===== src/hdl/ifd_pkg.sv =====
// ----------------------------------------------------------------------------
// ifd_pkg
// Shared types for the inertial sensor frame decoder: framer phases, frame
// kinds and the decoded frame handed from the framer to the scaler.
// ----------------------------------------------------------------------------
package ifd_pkg;

  typedef enum logic [1:0] {
    PH_HUNT = 2'd0,
    PH_TYPE = 2'd1,
    PH_BODY = 2'd2
  } phase_t;

  typedef enum logic [1:0] {
    KIND_ACCEL = 2'd0,
    KIND_RATE  = 2'd1,
    KIND_ANGLE = 2'd2
  } kind_t;

  localparam int unsigned WordW  = 16;
  localparam int unsigned AxisW  = 19;
  localparam int unsigned TempW  = 12;

  typedef struct packed {
    kind_t                    kind;
    logic signed [WordW-1:0]  word_x;
    logic signed [WordW-1:0]  word_y;
    logic signed [WordW-1:0]  word_z;
    logic signed [WordW-1:0]  word_t;
  } frame_t;

endpackage


===== src/hdl/imu_frame_decoder_unit.sv =====
// ----------------------------------------------------------------------------
// imu_frame_decoder_unit
// Streaming decoder for sum-checked inertial sensor frames: one received
// byte per word in, one scaled measurement word out per good frame.
// ----------------------------------------------------------------------------
//  channel   handshake            payload
//  input     in_valid / in_stall  rx_byte
//  output    out_valid/ out_stall frame_kind, axis_x/y/z, temp_tenths
//
//  one byte per cycle while in_stall is low; the framer updates its phase in the accepting cycle
//  a good checksum byte loads the frame register; the frame then passes the
//  scaling multipliers into the output register
//  rst clears phase, counters and valid flags; payload is not cleared
//  in_stall rises only while a frame and a result are both held and the
//  output is stalled
// ----------------------------------------------------------------------------
module imu_frame_decoder_unit (
  input  logic                                clk,
  input  logic                                rst,
  input  logic                                in_valid,
  output logic                                in_stall,
  input  logic [7:0]                          rx_byte,
  output logic                                out_valid,
  input  logic                                out_stall,
  output logic [1:0]                          frame_kind,
  output logic signed [ifd_pkg::AxisW-1:0]    axis_x,
  output logic signed [ifd_pkg::AxisW-1:0]    axis_y,
  output logic signed [ifd_pkg::AxisW-1:0]    axis_z,
  output logic signed [ifd_pkg::TempW-1:0]    temp_tenths
);

  logic            frame_valid;
  logic            frame_take;
  ifd_pkg::frame_t frame;

  ifd_framer u_framer (
    .clk         (clk),
    .rst         (rst),
    .in_valid    (in_valid),
    .in_stall    (in_stall),
    .rx_byte     (rx_byte),
    .frame_take  (frame_take),
    .frame_valid (frame_valid),
    .frame       (frame)
  );

  ifd_scaler u_scaler (
    .clk         (clk),
    .rst         (rst),
    .frame_valid (frame_valid),
    .frame       (frame),
    .frame_take  (frame_take),
    .out_valid   (out_valid),
    .out_stall   (out_stall),
    .frame_kind  (frame_kind),
    .axis_x      (axis_x),
    .axis_y      (axis_y),
    .axis_z      (axis_z),
    .temp_tenths (temp_tenths)
  );

endmodule


===== src/hdl/ifd_framer.sv =====
// ----------------------------------------------------------------------------
// ifd_framer
// Byte-serial frame hunter: finds header and type, collects the payload,
// checks the sum and registers each good frame for the scaler.
// ----------------------------------------------------------------------------
module ifd_framer (
  input  logic           clk,
  input  logic           rst,
  input  logic           in_valid,
  output logic           in_stall,
  input  logic [7:0]     rx_byte,
  input  logic           frame_take,
  output logic           frame_valid,
  output ifd_pkg::frame_t frame
);

  localparam logic [7:0] HdrByte   = 8'h55;
  localparam logic [7:0] TypeAccel = 8'h51;
  localparam logic [7:0] TypeRate  = 8'h52;
  localparam logic [7:0] TypeAngle = 8'h53;
  localparam logic [3:0] BodyLen   = 4'd8;

  ifd_pkg::phase_t phase;
  ifd_pkg::phase_t phase_next;
  ifd_pkg::kind_t  held_kind;
  logic [3:0]      byte_count;
  logic [7:0]      running_sum;
  logic [7:0]      payload_bytes [8];

  logic accept;
  logic is_hdr;
  logic is_type;
  logic start_frame;
  logic take_byte;
  logic end_frame;
  logic emit;

  assign in_stall = frame_valid & ~frame_take;
  assign accept   = in_valid & ~in_stall;
  assign is_hdr   = (rx_byte == HdrByte);
  assign is_type  = (rx_byte == TypeAccel) || (rx_byte == TypeRate) ||
                    (rx_byte == TypeAngle);

  // next phase
  always_comb begin
    phase_next = phase;
    if (accept) begin
      unique case (phase)
        ifd_pkg::PH_TYPE: begin
          if (is_type) begin
            phase_next = ifd_pkg::PH_BODY;
          end else if (is_hdr) begin
            phase_next = ifd_pkg::PH_TYPE;
          end else begin
            phase_next = ifd_pkg::PH_HUNT;
          end
        end
        ifd_pkg::PH_BODY: begin
          if (byte_count == BodyLen) begin
            phase_next = ifd_pkg::PH_HUNT;
          end
        end
        default: begin
          phase_next = is_hdr ? ifd_pkg::PH_TYPE : ifd_pkg::PH_HUNT;
        end
      endcase
    end
  end

  // datapath controls
  always_comb begin
    start_frame = 1'b0;
    take_byte   = 1'b0;
    end_frame   = 1'b0;
    if (accept) begin
      unique case (phase)
        ifd_pkg::PH_TYPE: begin
          start_frame = is_type;
        end
        ifd_pkg::PH_BODY: begin
          take_byte = (byte_count != BodyLen);
          end_frame = (byte_count == BodyLen);
        end
        default: begin
          start_frame = 1'b0;
        end
      endcase
    end
    emit = end_frame && (rx_byte == running_sum);
  end

  always_ff @(posedge clk) begin
    if (rst) begin
      phase       <= ifd_pkg::PH_HUNT;
      byte_count  <= '0;
      running_sum <= '0;
      held_kind   <= ifd_pkg::KIND_ACCEL;
      frame_valid <= 1'b0;
    end else begin
      phase <= phase_next;
      if (start_frame) begin
        byte_count  <= '0;
        running_sum <= HdrByte + rx_byte;
        held_kind   <= ifd_pkg::kind_t'(rx_byte[1:0] - 2'd1);
      end else if (take_byte) begin
        byte_count  <= byte_count + 4'd1;
        running_sum <= running_sum + rx_byte;
      end else if (end_frame) begin
        byte_count <= '0;
      end
      if (emit) begin
        frame_valid <= 1'b1;
      end else if (frame_take) begin
        frame_valid <= 1'b0;
      end
    end
  end

  // payload shift line, first byte ends up in entry 0
  always_ff @(posedge clk) begin
    if (take_byte) begin
      for (int i = 0; i < 7; i++) begin
        payload_bytes[i] <= payload_bytes[i+1];
      end
      payload_bytes[7] <= rx_byte;
    end
  end

  always_ff @(posedge clk) begin
    if (emit) begin
      frame.kind   <= held_kind;
      frame.word_x <= {payload_bytes[1], payload_bytes[0]};
      frame.word_y <= {payload_bytes[3], payload_bytes[2]};
      frame.word_z <= {payload_bytes[5], payload_bytes[4]};
      frame.word_t <= {payload_bytes[7], payload_bytes[6]};
    end
  end

endmodule


===== src/hdl/ifd_scaler.sv =====
// ----------------------------------------------------------------------------
// ifd_scaler
// Scales a decoded frame to hundredths and tenths and holds the result
// word in the output register.
// ----------------------------------------------------------------------------
module ifd_scaler (
  input  logic                                clk,
  input  logic                                rst,
  input  logic                                frame_valid,
  input  ifd_pkg::frame_t                     frame,
  output logic                                frame_take,
  output logic                                out_valid,
  input  logic                                out_stall,
  output logic [1:0]                          frame_kind,
  output logic signed [ifd_pkg::AxisW-1:0]    axis_x,
  output logic signed [ifd_pkg::AxisW-1:0]    axis_y,
  output logic signed [ifd_pkg::AxisW-1:0]    axis_z,
  output logic signed [ifd_pkg::TempW-1:0]    temp_tenths
);

  localparam logic [17:0] MulAccel = 18'd15680;
  localparam logic [17:0] MulRate  = 18'd200000;
  localparam logic [17:0] MulAngle = 18'd18000;
  // reciprocal of 34, exact for magnitudes below 2**20
  localparam logic [15:0] RecipDiv = 16'd61681;
  localparam logic [17:0] TempBias = 18'd12325;

  logic [17:0] mul;
  logic signed [ifd_pkg::AxisW-1:0] scaled_x;
  logic signed [ifd_pkg::AxisW-1:0] scaled_y;
  logic signed [ifd_pkg::AxisW-1:0] scaled_z;
  logic [17:0] temp_sum;
  logic [17:0] temp_mag_full;
  logic [31:0] temp_prod;
  logic [11:0] temp_quot;
  logic [11:0] temp_scaled;
  logic        out_ready;

  function automatic logic signed [18:0] scale_axis(logic signed [15:0] raw,
                                                    logic [17:0] m);
    logic signed [34:0] prod;
    logic signed [34:0] bias;
    logic signed [34:0] sum;
    prod = $signed({{19{raw[15]}}, raw}) * $signed({17'd0, m});
    bias = prod[34] ? 35'sd32767 : 35'sd0;
    sum  = prod + bias;
    return sum[33:15];
  endfunction

  always_comb begin
    unique case (frame.kind)
      ifd_pkg::KIND_ACCEL: mul = MulAccel;
      ifd_pkg::KIND_RATE:  mul = MulRate;
      ifd_pkg::KIND_ANGLE: mul = MulAngle;
      default:             mul = MulAngle;
    endcase
  end

  assign scaled_x = scale_axis(frame.word_x, mul);
  assign scaled_y = scale_axis(frame.word_y, mul);
  assign scaled_z = scale_axis(frame.word_z, mul);

  // temperature: trunc((raw + bias) / 34) on the magnitude, sign restored
  always_comb begin
    temp_sum      = {{2{frame.word_t[15]}}, frame.word_t} + TempBias;
    temp_mag_full = temp_sum[17] ? (18'd0 - temp_sum) : temp_sum;
    temp_prod     = temp_mag_full[15:0] * RecipDiv;
    temp_quot     = {1'b0, temp_prod[31:21]};
    temp_scaled   = temp_sum[17] ? (12'd0 - temp_quot) : temp_quot;
  end

  assign out_ready  = ~out_valid | ~out_stall;
  assign frame_take = frame_valid & out_ready;

  always_ff @(posedge clk) begin
    if (rst) begin
      out_valid <= 1'b0;
    end else if (out_ready) begin
      out_valid <= frame_valid;
    end
  end

  always_ff @(posedge clk) begin
    if (frame_take) begin
      frame_kind  <= frame.kind;
      axis_x      <= scaled_x;
      axis_y      <= scaled_y;
      axis_z      <= scaled_z;
      temp_tenths <= $signed(temp_scaled);
    end
  end

endmodule


===== config.mk =====
export PLATFORM = sky130hd
export DESIGN_NAME = imu_frame_decoder_unit
export DESIGN_NICKNAME = d
export VERILOG_FILES = /design/src/hdl/ifd_pkg.sv /design/src/hdl/imu_frame_decoder_unit.sv /design/src/hdl/ifd_framer.sv /design/src/hdl/ifd_scaler.sv
export SDC_FILE = /design/constraint.sdc
export NUM_CORES = 2
export LEC_CHECK = 0
export ABC_AREA = 1
export BUFFER_PORTS_ARGS = -buffer_cell sky130_fd_sc_hd__buf_2
export CORE_ASPECT_RATIO = 0.8
export CORE_MARGIN = 1
export CORE_UTILIZATION = 30
export DETAILED_ROUTE_END_ITERATION = 12
export PLACE_DENSITY = 0.52
export SLEW_MARGIN = 5
export SYNTH_ARGS = -nofsm -noshare
export SYNTH_HDL_FRONTEND = slang
export SYNTH_SLANG_ARGS = --single-unit

===== constraint.sdc =====
create_clock -name clk -period 14.5 [get_ports clk]
set_input_delay 2.9 -clock clk [delete_from_list [all_inputs] [get_ports clk]]
set_output_delay 2.9 -clock clk [all_outputs]
set_load 0.01 [all_outputs]

==> summary.md <==
| Metric | Value |
|---|---|
| Clock buffer depth | 3 |
| Crit path kind | reg2reg |
| CTS Hold Buffers Added | 0 |
| Number of max-cap violations | 0 |
| Final Util | 0.333 |
| Final worst slack | 5.12 ns |
| Worst Path Required | 14.84 ns |
| Crit path time final | approximately 9.4 ns |
| Worst slack at placement | 5.08 ns |
| Drt pass-1 iters | 6 |
| Vias in the first global route | 24300 |
| Slowest CP cell | nor2_1 |
| RSZ-0062 raised after global routing | false |
| Mapped Cells | 3753 |
| Worst EP arrival | just under 10 ns |
| Total gr overflow | 0 |
| Syn Std Cell Area | 33700 µm² |
| Maximum VDD drop | 0.0965 mV |
| Post-Syn Area per Cell | 8.99 µm² |
| Placer Congestion | ~0.89 |
| Syn. warnings | 0 |
| Rel. slew slack | 0.328 |
| Crit path capture type | flop |
| Die Ht | 302 µm |
| Root buffer cell | clkbuf_16 |
| 1st-iter DRT viols | 1406 |
| Final period util | 0.647 |
| Clk pwr share | 0.441 |
| Most used DFF post-synth | edfxtp_1 |
| Yosys top cell area share | 0.252 |
| Setup Fix Bufs, Post-CTS | 0 |
| Nets@finish | 4879 |
| # diodes | 0 |
| Hold Fails Final Rpt | 0 |
| I/O pin count | 85 |
| Post-synth top cells | 895 x inv_1, 590 x ha_1, 537 x nand2_1 |
| Top post-synthesis cells by area | fa_1 25%, ha_1 22%, edfxtp_1 18% |
| Clock latency at the later pin of the worst-skew pair | approximately 0.60 ns |
| IO buf count | 84 |
| Via count | between 20000 and 25000 |
| Share of cells above drive strength 1 | 0.0607 |
| Drt wl/cell | 14.5 µm |
| Fmax | 107 MHz |
| Psw | 0.000408 W |
| Die W | 377 µm |
| Post-DRT Antenna Nets | 0 |
| Initial antenna violation count | 1 |
| HPWL Detailed | 68.0 mm |
| Reg power frac | 0.446 |
| Logic pwr share | 0.113 |
| Biggest cell delay along the critical path | around 0.66 ns |
| Pleak | 19.1 nW |
| Post-synthesis sequential area ratio | 0.190 |
| Worst Skew | 0.0361 ns |
| Die area | around 110000 µm² |
| Global-route wire length before repair | 128 mm |
| Final Setup Violations | 0 |
| CTS Sinks | 219 |
| WL final | just under 80 mm |
| Fin. max-slew vios | 0 |
| CTS tree | done |
| Cell mode on critical path | fa_1 |
| Gr usage total | 0.141 |
| Core Box Area | 111000 µm² |
| Status | complete, no violations |
| PostCTS Resize Cnt | 0 |
| Post-synth EDFFs | between 200 and 250 |
| Top-count cell post-synth | inv_1 |
| Power Dens Cells | 42.3 nW/µm² |
| Initial Util | 0.304 |
| Sw Share | 0.261 |
| H-tree depth | 1 |
| # DRC | 0 |
| Async set-reset flop share out of synthesis | 0 |
| Largest net degree at the start of global routing | 73 |
| Setup_tns | 0 ns |
| Largest area contributor in the netlist | fa_1 |
| Critical path peak fanout | 24 |
| Vias per inst | 4.46 |
| Type of origin of the critical path | flop |
| Unique masters post-synth | 62 |
| Worst slew pin tran | ~1 ns |
| Reg clk slew, reported paths | 0.07 ns |
| Cell Rows | 109 |
| Layout area overhead | 9.47% |
| Num CTS Buffers | 26 |
| Cell-internal power | 0.00116 W |
| Seq cells post-synth | 219 |
| Hold WC Path Type | reg2reg |
-- final timing paths --
check | startpoint | end | slack (ns) | cells after the start
min | u_framer.payload_bytes[0][0] | u_framer.frame[48] | 0.42 | 0
max | u_framer.frame[64] | u_scaler.axis_z[9] | 5.12 | 30
max reg2reg | u_framer.frame[64] | u_scaler.axis_z[9] | 5.12 | 30
min reg2reg | u_framer.payload_bytes[0][0] | u_framer.frame[48] | 0.42 | 0
-- logic make-up (layout without fill, tap and decap cells) --
group,Yosys count,count (layout),share of synthesized area
flops,219,219,0.190
buf+inv,936,1041,0.104
fa+ha+maj,1014,1014,0.470
other cells,2,15,0.000223
xor+xnor,138,138,0.0380
compound gates,338,338,0.0576
simple gates,1106,1106,0.140
-- placed cells by master (no fill, tap or decap), drive strengths merged, types with 2 or more instances in the layout --
cell	n
a211oi	4
a21boi	6
a21o	9
a21oi	161
a221oi	2
a31oi	7
and2	3
and3	6
buf	93
bufinv	4
clkbuf	29
clkinv	12
conb	15
dfxtp	18
edfxtp	201
fa	424
ha	590
inv	902
nand2	567
nand3	105
nand3b	14
nand4	24
nor2	334
nor3	25
nor4	16
o2111ai	2
o211ai	3
o21a	8
o21ai	115
o21bai	13
o221ai	5
or2	12
xnor2	44
xor2	94
-- cell type report --
type,count,area (µm²)
sequential,219,6400
tap,1498,1870
timing repair buffer,93,488
clock inverter,17,228
multi-input combinational,2611,23900
inverter,902,3390
fill,11600,74100
clock buffer,29,662
-- worst max-delay path, delay by kind of cell, from the launching register on --
family | cells | cell delay [ns]
AOI/OAI and AO/OA | 7 | 1.18
xor gates and xnor gates | 1 | 0.54
adders and majority gates | 8 | 3.67
buffers and inverters | 6 | 1.29
DFF | 1 | 0.59
and+or+nand+nor | 8 | 1.82
-- sequential cells by signal (all words and copies together) (netlist names) --
name and flops:
u_framer.frame 66, u_framer.payload_bytes 64, u_scaler.axis_x 19, u_scaler.axis_y 19, u_scaler.axis_z 19, u_scaler.temp_tenths 12, u_framer.running_sum 8, u_framer.byte_count 4
u_framer.held_kind 2, u_framer.phase 2, u_scaler.frame_kind 2, u_framer.frame_valid 1, u_scaler.out_valid 1
-- stage by stage --
step	instances	hold slack [ns]	cell area (µm²)	total power [W]
CTS	5369	0.413	36900	0.00160
finish	5369	0.415	36900	0.00156
detailed placement	5323	0.405	36100	0.000888
global route	5369	0.421	36900	0.00164
floorplan	3766	0.400	33800	0.000843
global placement	5323	0.402	36100	0.000887
-- power by group through the flow --
stage          sequential (W)  combinational (W)  clock (W)
2_1_floorplan        0.000709           0.000134          0
3_3_place_gp         0.000710           0.000177          0
3_5_place_dp         0.000710           0.000178          0
4_1_cts              0.000697           0.000179   0.000721
5_1_grt              0.000697           0.000203   0.000736
6_report             0.000697           0.000177   0.000690
-- per-layer routing --
metal | GRT usage | part of all wire | up-vias
li1 | - | - | 12000
met1 | 0.210 | 0.51 | 11500
met2 | 0.220 | 0.44 | 424
met3 | 0.0198 | 0.047 | 41
met4 | 0.0182 | 0.011 | 0
met5 | 0 | 0 | -
Power figures use the tool's default switching activity.
